### config.mk
export PLATFORM = sky130hd
export DESIGN_NAME = shared_buffer_multi_stack_unit
export DESIGN_NICKNAME = d
export VERILOG_FILES = /design/src/rtl/sbms_pkg.sv /design/src/rtl/sbms_store.sv /design/src/rtl/sbms_ctrl.sv /design/src/rtl/shared_buffer_multi_stack_unit.sv
export SDC_FILE = /design/constraint.sdc
export NUM_CORES = 2
export LEC_CHECK = 0
export BUFFER_PORTS_ARGS = -buffer_cell sky130_fd_sc_hd__buf_2
export CORE_MARGIN = 2
export CORE_UTILIZATION = 40
export CTS_BUF_LIST = sky130_fd_sc_hd__clkbuf_4 sky130_fd_sc_hd__clkbuf_8
export DETAILED_ROUTE_END_ITERATION = 10
export PLACE_DENSITY = 0.54
export SYNTH_ARGS = -nofsm -noshare
export SYNTH_HDL_FRONTEND = slang
export SYNTH_SLANG_ARGS = --single-unit
### constraint.sdc
create_clock -name clk -period 13.2 [get_ports clk]
set_input_delay 2.64 -clock clk [delete_from_list [all_inputs] [get_ports clk]]
set_output_delay 2.64 -clock clk [all_outputs]
set_load 0.05 [all_outputs]
### src/rtl/sbms_pkg.sv
package sbms_pkg;

	localparam int NUM_STACKS = 8;
	localparam int CAPACITY   = 64;

	// Slot index covers the store; slot code also needs the null value CAPACITY
	localparam int IDX_W  = (CAPACITY > 1) ? $clog2(CAPACITY) : 1;
	localparam int SLOT_W = $clog2(CAPACITY + 1);
	localparam int STK_W  = (NUM_STACKS > 1) ? $clog2(NUM_STACKS) : 1;

	// Fixed field widths
	localparam int NUM_W  = 4;
	localparam int WORD_W = 32;

	localparam logic [SLOT_W-1:0] NIL_SLOT = SLOT_W'(CAPACITY);

	// Operation codes
	localparam logic OP_PUSH = 1'b0;
	localparam logic OP_POP  = 1'b1;

	typedef enum logic {
		ST_IDLE,
		ST_EXEC
	} sbms_state_t;

	// Requests from the controller to the shared stores
	typedef struct packed {
		logic              rd_en;
		logic [IDX_W-1:0]  rd_idx;
		logic              wr_data_en;
		logic              wr_link_en;
		logic [IDX_W-1:0]  wr_idx;
		logic [WORD_W-1:0] wr_data;
		logic [SLOT_W-1:0] wr_link;
	} sbms_mem_req_t;

	// Read results from the shared stores
	typedef struct packed {
		logic [SLOT_W-1:0] link;
		logic [WORD_W-1:0] data;
	} sbms_mem_rsp_t;

endpackage

### src/rtl/sbms_store.sv
module sbms_store (
	input  logic                  clk,
	input  logic                  arst_n,
	input  sbms_pkg::sbms_mem_req_t req,
	output sbms_pkg::sbms_mem_rsp_t rsp
);

	logic [sbms_pkg::WORD_W-1:0] data_mem [sbms_pkg::CAPACITY];
	logic [sbms_pkg::SLOT_W-1:0] link_mem [sbms_pkg::CAPACITY];
	logic [sbms_pkg::CAPACITY-1:0] link_vld_q;

	logic [sbms_pkg::WORD_W-1:0] data_rd_q;
	logic [sbms_pkg::SLOT_W-1:0] link_rd_q;
	logic                        link_vld_rd_q;
	logic [sbms_pkg::IDX_W-1:0]  rd_idx_q;

	// Write and read the data store
	always_ff @(posedge clk) begin
		if (req.wr_data_en) begin
			data_mem[req.wr_idx] <= req.wr_data;
		end
		if (req.rd_en) begin
			data_rd_q <= data_mem[req.rd_idx];
		end
	end

	// Write and read the link store
	always_ff @(posedge clk) begin
		if (req.wr_link_en) begin
			link_mem[req.wr_idx] <= req.wr_link;
		end
		if (req.rd_en) begin
			link_rd_q <= link_mem[req.rd_idx];
			rd_idx_q  <= req.rd_idx;
		end
	end

	// Track which links have been written since reset
	always_ff @(posedge clk or negedge arst_n) begin
		if (!arst_n) begin
			link_vld_q    <= '0;
			link_vld_rd_q <= 1'b0;
		end else begin
			if (req.wr_link_en) begin
				link_vld_q[req.wr_idx] <= 1'b1;
			end
			if (req.rd_en) begin
				link_vld_rd_q <= link_vld_q[req.rd_idx];
			end
		end
	end

	// Unwritten link reads as the next slot; the last slot yields null
	always_comb begin
		rsp.data = data_rd_q;
		if (link_vld_rd_q) begin
			rsp.link = link_rd_q;
		end else begin
			rsp.link = sbms_pkg::SLOT_W'(rd_idx_q) + sbms_pkg::SLOT_W'(1);
		end
	end

endmodule

### src/rtl/sbms_ctrl.sv
module sbms_ctrl (
	input  logic                        clk,
	input  logic                        arst_n,
	input  logic                        in_valid,
	output logic                        in_ready,
	input  logic                        in_op,
	input  logic [sbms_pkg::NUM_W-1:0]  in_num,
	input  logic [sbms_pkg::WORD_W-1:0] in_value,
	input  logic                        out_free,
	output logic                        res_valid,
	output logic                        res_accepted,
	output logic [sbms_pkg::WORD_W-1:0] res_value,
	output sbms_pkg::sbms_mem_req_t     req,
	input  sbms_pkg::sbms_mem_rsp_t     rsp
);

	sbms_pkg::sbms_state_t state_q, state_d;

	logic                        op_q;
	logic [sbms_pkg::STK_W-1:0]  sel_q;
	logic                        in_range_q;
	logic [sbms_pkg::WORD_W-1:0] value_q;
	logic [sbms_pkg::SLOT_W-1:0] slot_q;
	logic [sbms_pkg::SLOT_W-1:0] free_head_q;
	logic [sbms_pkg::SLOT_W-1:0] heads_q [sbms_pkg::NUM_STACKS];

	logic [7:0]                  num_ext;
	logic                        in_range_c;
	logic [sbms_pkg::STK_W-1:0]  sel_c;
	logic [sbms_pkg::SLOT_W-1:0] slot_c;
	logic                        accept;
	logic                        commit;
	logic                        ok;

	// Decode the addressed stack and the slot to read
	always_comb begin
		num_ext    = 8'(in_num);
		in_range_c = (num_ext >= 8'd1) && (num_ext <= 8'(sbms_pkg::NUM_STACKS));
		sel_c      = sbms_pkg::STK_W'(num_ext - 8'd1);
		if (!in_range_c) begin
			slot_c = sbms_pkg::NIL_SLOT;
		end else if (in_op == sbms_pkg::OP_POP) begin
			slot_c = heads_q[sel_c];
		end else begin
			slot_c = free_head_q;
		end
	end

	assign ok = in_range_q && (slot_q < sbms_pkg::NIL_SLOT);

	always_ff @(posedge clk or negedge arst_n) begin
		if (!arst_n) begin
			state_q <= sbms_pkg::ST_IDLE;
		end else begin
			state_q <= state_d;
		end
	end

	// Next state, memory requests and result
	always_comb begin
		state_d      = state_q;
		in_ready     = 1'b0;
		accept       = 1'b0;
		commit       = 1'b0;
		res_valid    = 1'b0;
		res_accepted = ok;
		res_value    = '0;
		req          = '0;
		req.rd_idx   = slot_c[sbms_pkg::IDX_W-1:0];
		req.wr_idx   = slot_q[sbms_pkg::IDX_W-1:0];
		req.wr_data  = value_q;
		req.wr_link  = (op_q == sbms_pkg::OP_POP) ? free_head_q : heads_q[sel_q];
		if (op_q == sbms_pkg::OP_POP) begin
			res_value = ok ? rsp.data : '1;
		end
		case (state_q)
			sbms_pkg::ST_IDLE: begin
				in_ready   = 1'b1;
				accept     = in_valid;
				req.rd_en  = in_valid;
				if (in_valid) begin
					state_d = sbms_pkg::ST_EXEC;
				end
			end
			sbms_pkg::ST_EXEC: begin
				if (out_free) begin
					commit         = 1'b1;
					res_valid      = 1'b1;
					req.wr_link_en = ok;
					req.wr_data_en = ok && (op_q == sbms_pkg::OP_PUSH);
					state_d        = sbms_pkg::ST_IDLE;
				end
			end
			default: begin
				state_d = sbms_pkg::ST_IDLE;
			end
		endcase
	end

	// Capture the transaction
	always_ff @(posedge clk) begin
		if (accept) begin
			op_q       <= in_op;
			sel_q      <= sel_c;
			in_range_q <= in_range_c;
			value_q    <= in_value;
			slot_q     <= slot_c;
		end
	end

	// Update heads and the free list on commit
	always_ff @(posedge clk or negedge arst_n) begin
		if (!arst_n) begin
			free_head_q <= '0;
			for (int i = 0; i < sbms_pkg::NUM_STACKS; i++) begin
				heads_q[i] <= sbms_pkg::NIL_SLOT;
			end
		end else if (commit && ok) begin
			if (op_q == sbms_pkg::OP_PUSH) begin
				free_head_q    <= rsp.link;
				heads_q[sel_q] <= slot_q;
			end else begin
				free_head_q    <= slot_q;
				heads_q[sel_q] <= rsp.link;
			end
		end
	end

	a_accept_exec: assert property (@(posedge clk) disable iff (!arst_n)
		accept |=> state_q == sbms_pkg::ST_EXEC)
		else $error("accepted transaction did not enter execute");

	a_no_commit_full: assert property (@(posedge clk) disable iff (!arst_n)
		res_valid |-> out_free)
		else $error("result issued while output register busy");

	a_free_head_range: assert property (@(posedge clk) disable iff (!arst_n)
		free_head_q <= sbms_pkg::NIL_SLOT)
		else $error("free head out of range");

	a_push_head: assert property (@(posedge clk) disable iff (!arst_n)
		(commit && ok && op_q == sbms_pkg::OP_PUSH) |=> heads_q[sel_q] == $past(slot_q))
		else $error("push did not install new head");

endmodule

### src/rtl/shared_buffer_multi_stack_unit.sv
// Several LIFO stacks sharing one 64-entry data store with a free list.
// Input channel s_*: tuser carries the operation (bit 0: 0 push, 1 pop)
// and the stack number 1..8 (bits 4:1); tdata carries the value to push.
// Output channel m_*: tuser bit 0 is the accepted flag, tdata the popped
// value (-1 on a failed pop, 0 for any push).
// Every transaction yields exactly one result. A push fails when the store
// is full, a pop when the stack is empty; a stack number out of range fails.
// The result is computed in the execute state and then loaded into the output
// register, from which the receiver takes it.
// Each transaction reads the link and data memories and then writes them back;
// s_tready stays low until the write-back, so a new transaction waits for it.
// The output register lets a new transaction be accepted while a result
// waits; a stalled receiver holds the next result in execute, which holds
// s_tready low. Reset empties all stacks and links every slot into the free
// list; no clearing pass is needed, the block is ready right after reset.
module shared_buffer_multi_stack_unit (
	input  logic        clk,
	input  logic        arst_n,
	input  logic        s_tvalid,
	output logic        s_tready,
	input  logic [31:0] s_tdata,   // value[31:0]
	input  logic [4:0]  s_tuser,   // operation[0], stack_number[4:1]
	output logic        m_tvalid,
	input  logic        m_tready,
	output logic [31:0] m_tdata,   // popped_value[31:0]
	output logic [0:0]  m_tuser    // accepted[0]
);

	sbms_pkg::sbms_mem_req_t req;
	sbms_pkg::sbms_mem_rsp_t rsp;

	logic                        out_free;
	logic                        res_valid;
	logic                        res_accepted;
	logic [sbms_pkg::WORD_W-1:0] res_value;

	logic                        m_valid_q;
	logic                        m_acc_q;
	logic [sbms_pkg::WORD_W-1:0] m_data_q;

	assign out_free = !m_valid_q || m_tready;

	sbms_ctrl u_ctrl (
		.clk          (clk),
		.arst_n       (arst_n),
		.in_valid     (s_tvalid),
		.in_ready     (s_tready),
		.in_op        (s_tuser[0]),
		.in_num       (s_tuser[4:1]),
		.in_value     (s_tdata),
		.out_free     (out_free),
		.res_valid    (res_valid),
		.res_accepted (res_accepted),
		.res_value    (res_value),
		.req          (req),
		.rsp          (rsp)
	);

	sbms_store u_store (
		.clk    (clk),
		.arst_n (arst_n),
		.req    (req),
		.rsp    (rsp)
	);

	// Hold the result until the receiver takes it
	always_ff @(posedge clk or negedge arst_n) begin
		if (!arst_n) begin
			m_valid_q <= 1'b0;
		end else if (res_valid) begin
			m_valid_q <= 1'b1;
		end else if (m_tready) begin
			m_valid_q <= 1'b0;
		end
	end

	always_ff @(posedge clk) begin
		if (res_valid) begin
			m_acc_q  <= res_accepted;
			m_data_q <= res_value;
		end
	end

	assign m_tvalid = m_valid_q;
	assign m_tdata  = m_data_q;
	assign m_tuser  = m_acc_q;

endmodule

==> results.ini <==
[sta]
slew_viol_final=0
rsz0062_at_grt=no
period_minus_slack_ns=7.97
setup_viol=0
clock.fmax_mhz=126
finalHoldViolCount=0
min_period_over_period=0.604
worst_slew_pin_slew_ns=1.39
clock_skew_ns=0.115
fin_ws_ns=5.23
tns_ns=0
slew_headroom=0.0713

[clocking]
ctsResizeCount=0
clkLatencyLatePin_ns=1.06
cts_setup_buffers=0
cts_buffers=446
cts_tree=yes
max-clock-path-buffers=4
hold_buffers=0
cts.sinks=2742
clk_pin_slew_ns=0.06
cts-root-buf=clkbuf_8
ctsHtreeMaxLevel=5

[critical_path]
crit_required_ns=13.97
end_kind=flop
critPathTopFamily=buffers and inverters
start_kind=primary input
worst_ep_arrival_time_ns=8.74
cpMostUsedCell=mux2i_1
worstReg2RegEnd=u_store.data_rd_q[28]$_DFFE_PP_
r2r_slack_ns=7.89
critPathMaxFanout=106
crit_path_end=u_store.data_rd_q[28]$_DFFE_PP_
r2r_start=u_ctrl.heads_q[50]$_DFFE_PN0P_
cp.depth=15
rr_worst_depth=12
path_class=in -> reg
cp-startpoint=s_tuser[1]
crit_path_top_delay_cell=buf_4
max_stage_delay_ns=0.93
path_buf_inv=6
worstPathCellList=buf_2 -> inv_1 -> ha_1 -> mux4_2 -> mux2i_1 -> a211o_4 -> inv_16 -> buf_4 -> buf_4 -> buf_4 -> mux2i_1 -> mux2i_1 -> mux2i_1 -> o22ai_1 -> nor2_1

[power_and_ir_drop]
p_leak_uw=0.0434
ir_worst_vdd_mv=0.108
pwr_density_cell_mw_per_mm2=184
p_total_uw=22500

[floorplan]
core_area_sq_mm=0.271
die_x_microns=525
rows=191
die_h_microns=525
initial_utilization=0.402
io_pins=76
die-area_sq_mm=0.276

[grt]
grt_max_degree=196
antenna_found_initial=12
grt_overflow=0
grt_first_pass_wirelength_microns=501000
grt_use_total=0.252
grt_pass1_vias=66104

[placement]
io_buffers=75
pre_cts_ws_ns=4.23
place.gp.congestion=0.825
dpl-instance-area_sq_mm=0.114
post-dp-hpwl_microns=192000

[logic_synthesis]
synth_area_leaders=edfxtp_1, nand2_1, mux2i_1
yosysWarnings=0
syn-cell-area_sq_mm=0.109
synthCells=7672
post-synth-top-count-cell=edfxtp_1
netlist_top_cells_count=edfxtp_1, nand2_1, a21oi_1
synth_flop_cell=edfxtp_1
ys_seq_elements=2742
yosysUniqueCellTypes=65
syn-num-nets=7716
netlist.area_leader.share=0.721
syn_avg_cell_area_sq_um=14.2
synth_top_area_cell=edfxtp_1
yosysSeqAreaShare=0.752
synth_edf_count=2612
ys_async_sr_fraction=0.0474

[final_layout]
fin_area_sq_mm=0.122
utilization=0.452
finish.net_count=7980
nFillCells=24164
area_growth_pct=12.5
drive_above_1_share=0.152

[detailed_routing]
initialDrtViolationCount=8667
via_per_inst=5.83
wl_per_cell_microns=30.1
firstDrtPassIters=6
totalWireLength_microns=357000
dr_total_vias=69179
drtAntennaViolNets=0
drc=0

[hold_path]
hold_class=reg -> reg
whs_path_depth=1

[outcome]
status=finished, final reports clean

[job]
drv_cap=0

[worst min-delay path by stage]
stage / to / startpoint
final: u_store.link_vld_q[53]$_DFFE_PN0P_ / u_store.link_vld_q[53]$_DFFE_PN0P_
after global routing: u_store.link_vld_q[41]$_DFFE_PN0P_ / u_store.link_vld_q[41]$_DFFE_PN0P_
after CTS: u_store.link_vld_q[59]$_DFFE_PN0P_ / u_store.link_vld_q[59]$_DFFE_PN0P_
after detailed placement: u_store.link_vld_q[59]$_DFFE_PN0P_ / u_store.link_vld_q[59]$_DFFE_PN0P_
after global placement: u_store.link_vld_q[39]$_DFFE_PN0P_ / u_store.link_vld_q[39]$_DFFE_PN0P_
after floorplan: u_store.link_vld_q[11]$_DFFE_PN0P_ / u_store.link_vld_q[11]$_DFFE_PN0P_
[registers in the layout, indices dropped and copies added, names as in the netlist, 6 cells and up]
signal              cells
u_store.link_rd_q       7
u_ctrl.heads_q         56
u_store.link_vld_q     64
u_store.link_mem      448
u_ctrl.value_q         32
u_store.data_mem     2048
m_tdata                32
u_store.rd_idx_q        6
u_ctrl.free_head_q      7
u_store.data_rd_q      32
[worst register-to-register path: stages (launching register included)]
cell and delay, ns:
dfrtp_1 0.37, mux4_2 0.25, mux2i_1 0.08, a211o_4 0.61
inv_16 0.49, buf_4 0.81, buf_4 0.95, buf_4 0.72
mux2i_1 0.19, mux2i_1 0.24, mux2i_1 0.12, o22ai_1 0.18
nor2_1 0.06
[cell families (layout without fill, tap and decap cells)]
kind of cell / after synthesis / count (layout) / share of synthesized area
flip-flops: 2742 / 2742 / 0.752
buffers and inverters: 529 / 1142 / 0.0228
AND/OR/NAND/NOR: 2677 / 2677 / 0.105
multiplexers: 522 / 522 / 0.0510
AO/OA/AOI/OAI: 1196 / 1196 / 0.0693
other: 0 / 7 / 0
adder cells (fa/ha/maj): 3 / 3 / 0.000345
XOR/XNOR: 3 / 3 / 0.000414
[area by class of cell]
class | count | area (sq um) | share of cell area
multi-input combinational | 4401 | 25100 | 0.205
sequential | 2742 | 81700 | 0.668
clock inverter | 164 | 891 | 0.00728
antenna | 7 | 17.5 | 0.000143
tap | 3570 | 4470 | 0.0365
clock buffer | 633 | 7640 | 0.0624
inverter | 15 | 87.6 | 0.000716
timing repair buffer | 330 | 2450 | 0.0200
[metrics by stage]
stage / instances / hold WS (ns)
after detailed placement: 11058 / 0.451
after global placement: 11057 / 0.450
final: 11862 / 0.466
after CTS: 11855 / 0.465
after global routing: 11856 / 0.481
after floorplan: 7672 / 0.439
[where the power goes]
group	total, uW	internal, uW	switching [uW]
sequential	10600	10300	260
clock	7150	3780	3370
combinational	4760	1260	3510
[placed cells by master, fill, tap and decap left out, types with 20 or more instances in the layout]
cell type,count
edfxtp_1,2612
nand2_1,1677
a21oi_1,522
mux2i_1,463
clkbuf_8,461
nand3_1,374
buf_4,242
nor2_1,200
clkbuf_4,172
a22oi_1,165
dfrtp_1,122
nor3_1,120
o22ai_1,104
clkinv_1,102
a31oi_1,93
and3_1,79
buf_2,74
o221ai_1,68
a311oi_1,66
o21ai_0,65
nor3_2,64
or2_2,64
clkinv_2,40
mux2_2,37
nand4_1,36
mux4_2,22
a32oi_1,20
[per-layer routing]
layer	global-route usage	part of all wire
met1	0.348	0.41
met2	0.398	0.46
met3	0.0410	0.085
met4	0.103	0.043
met5	0	0.000076
No activity file was read; power rests on OpenSTA's default activity.
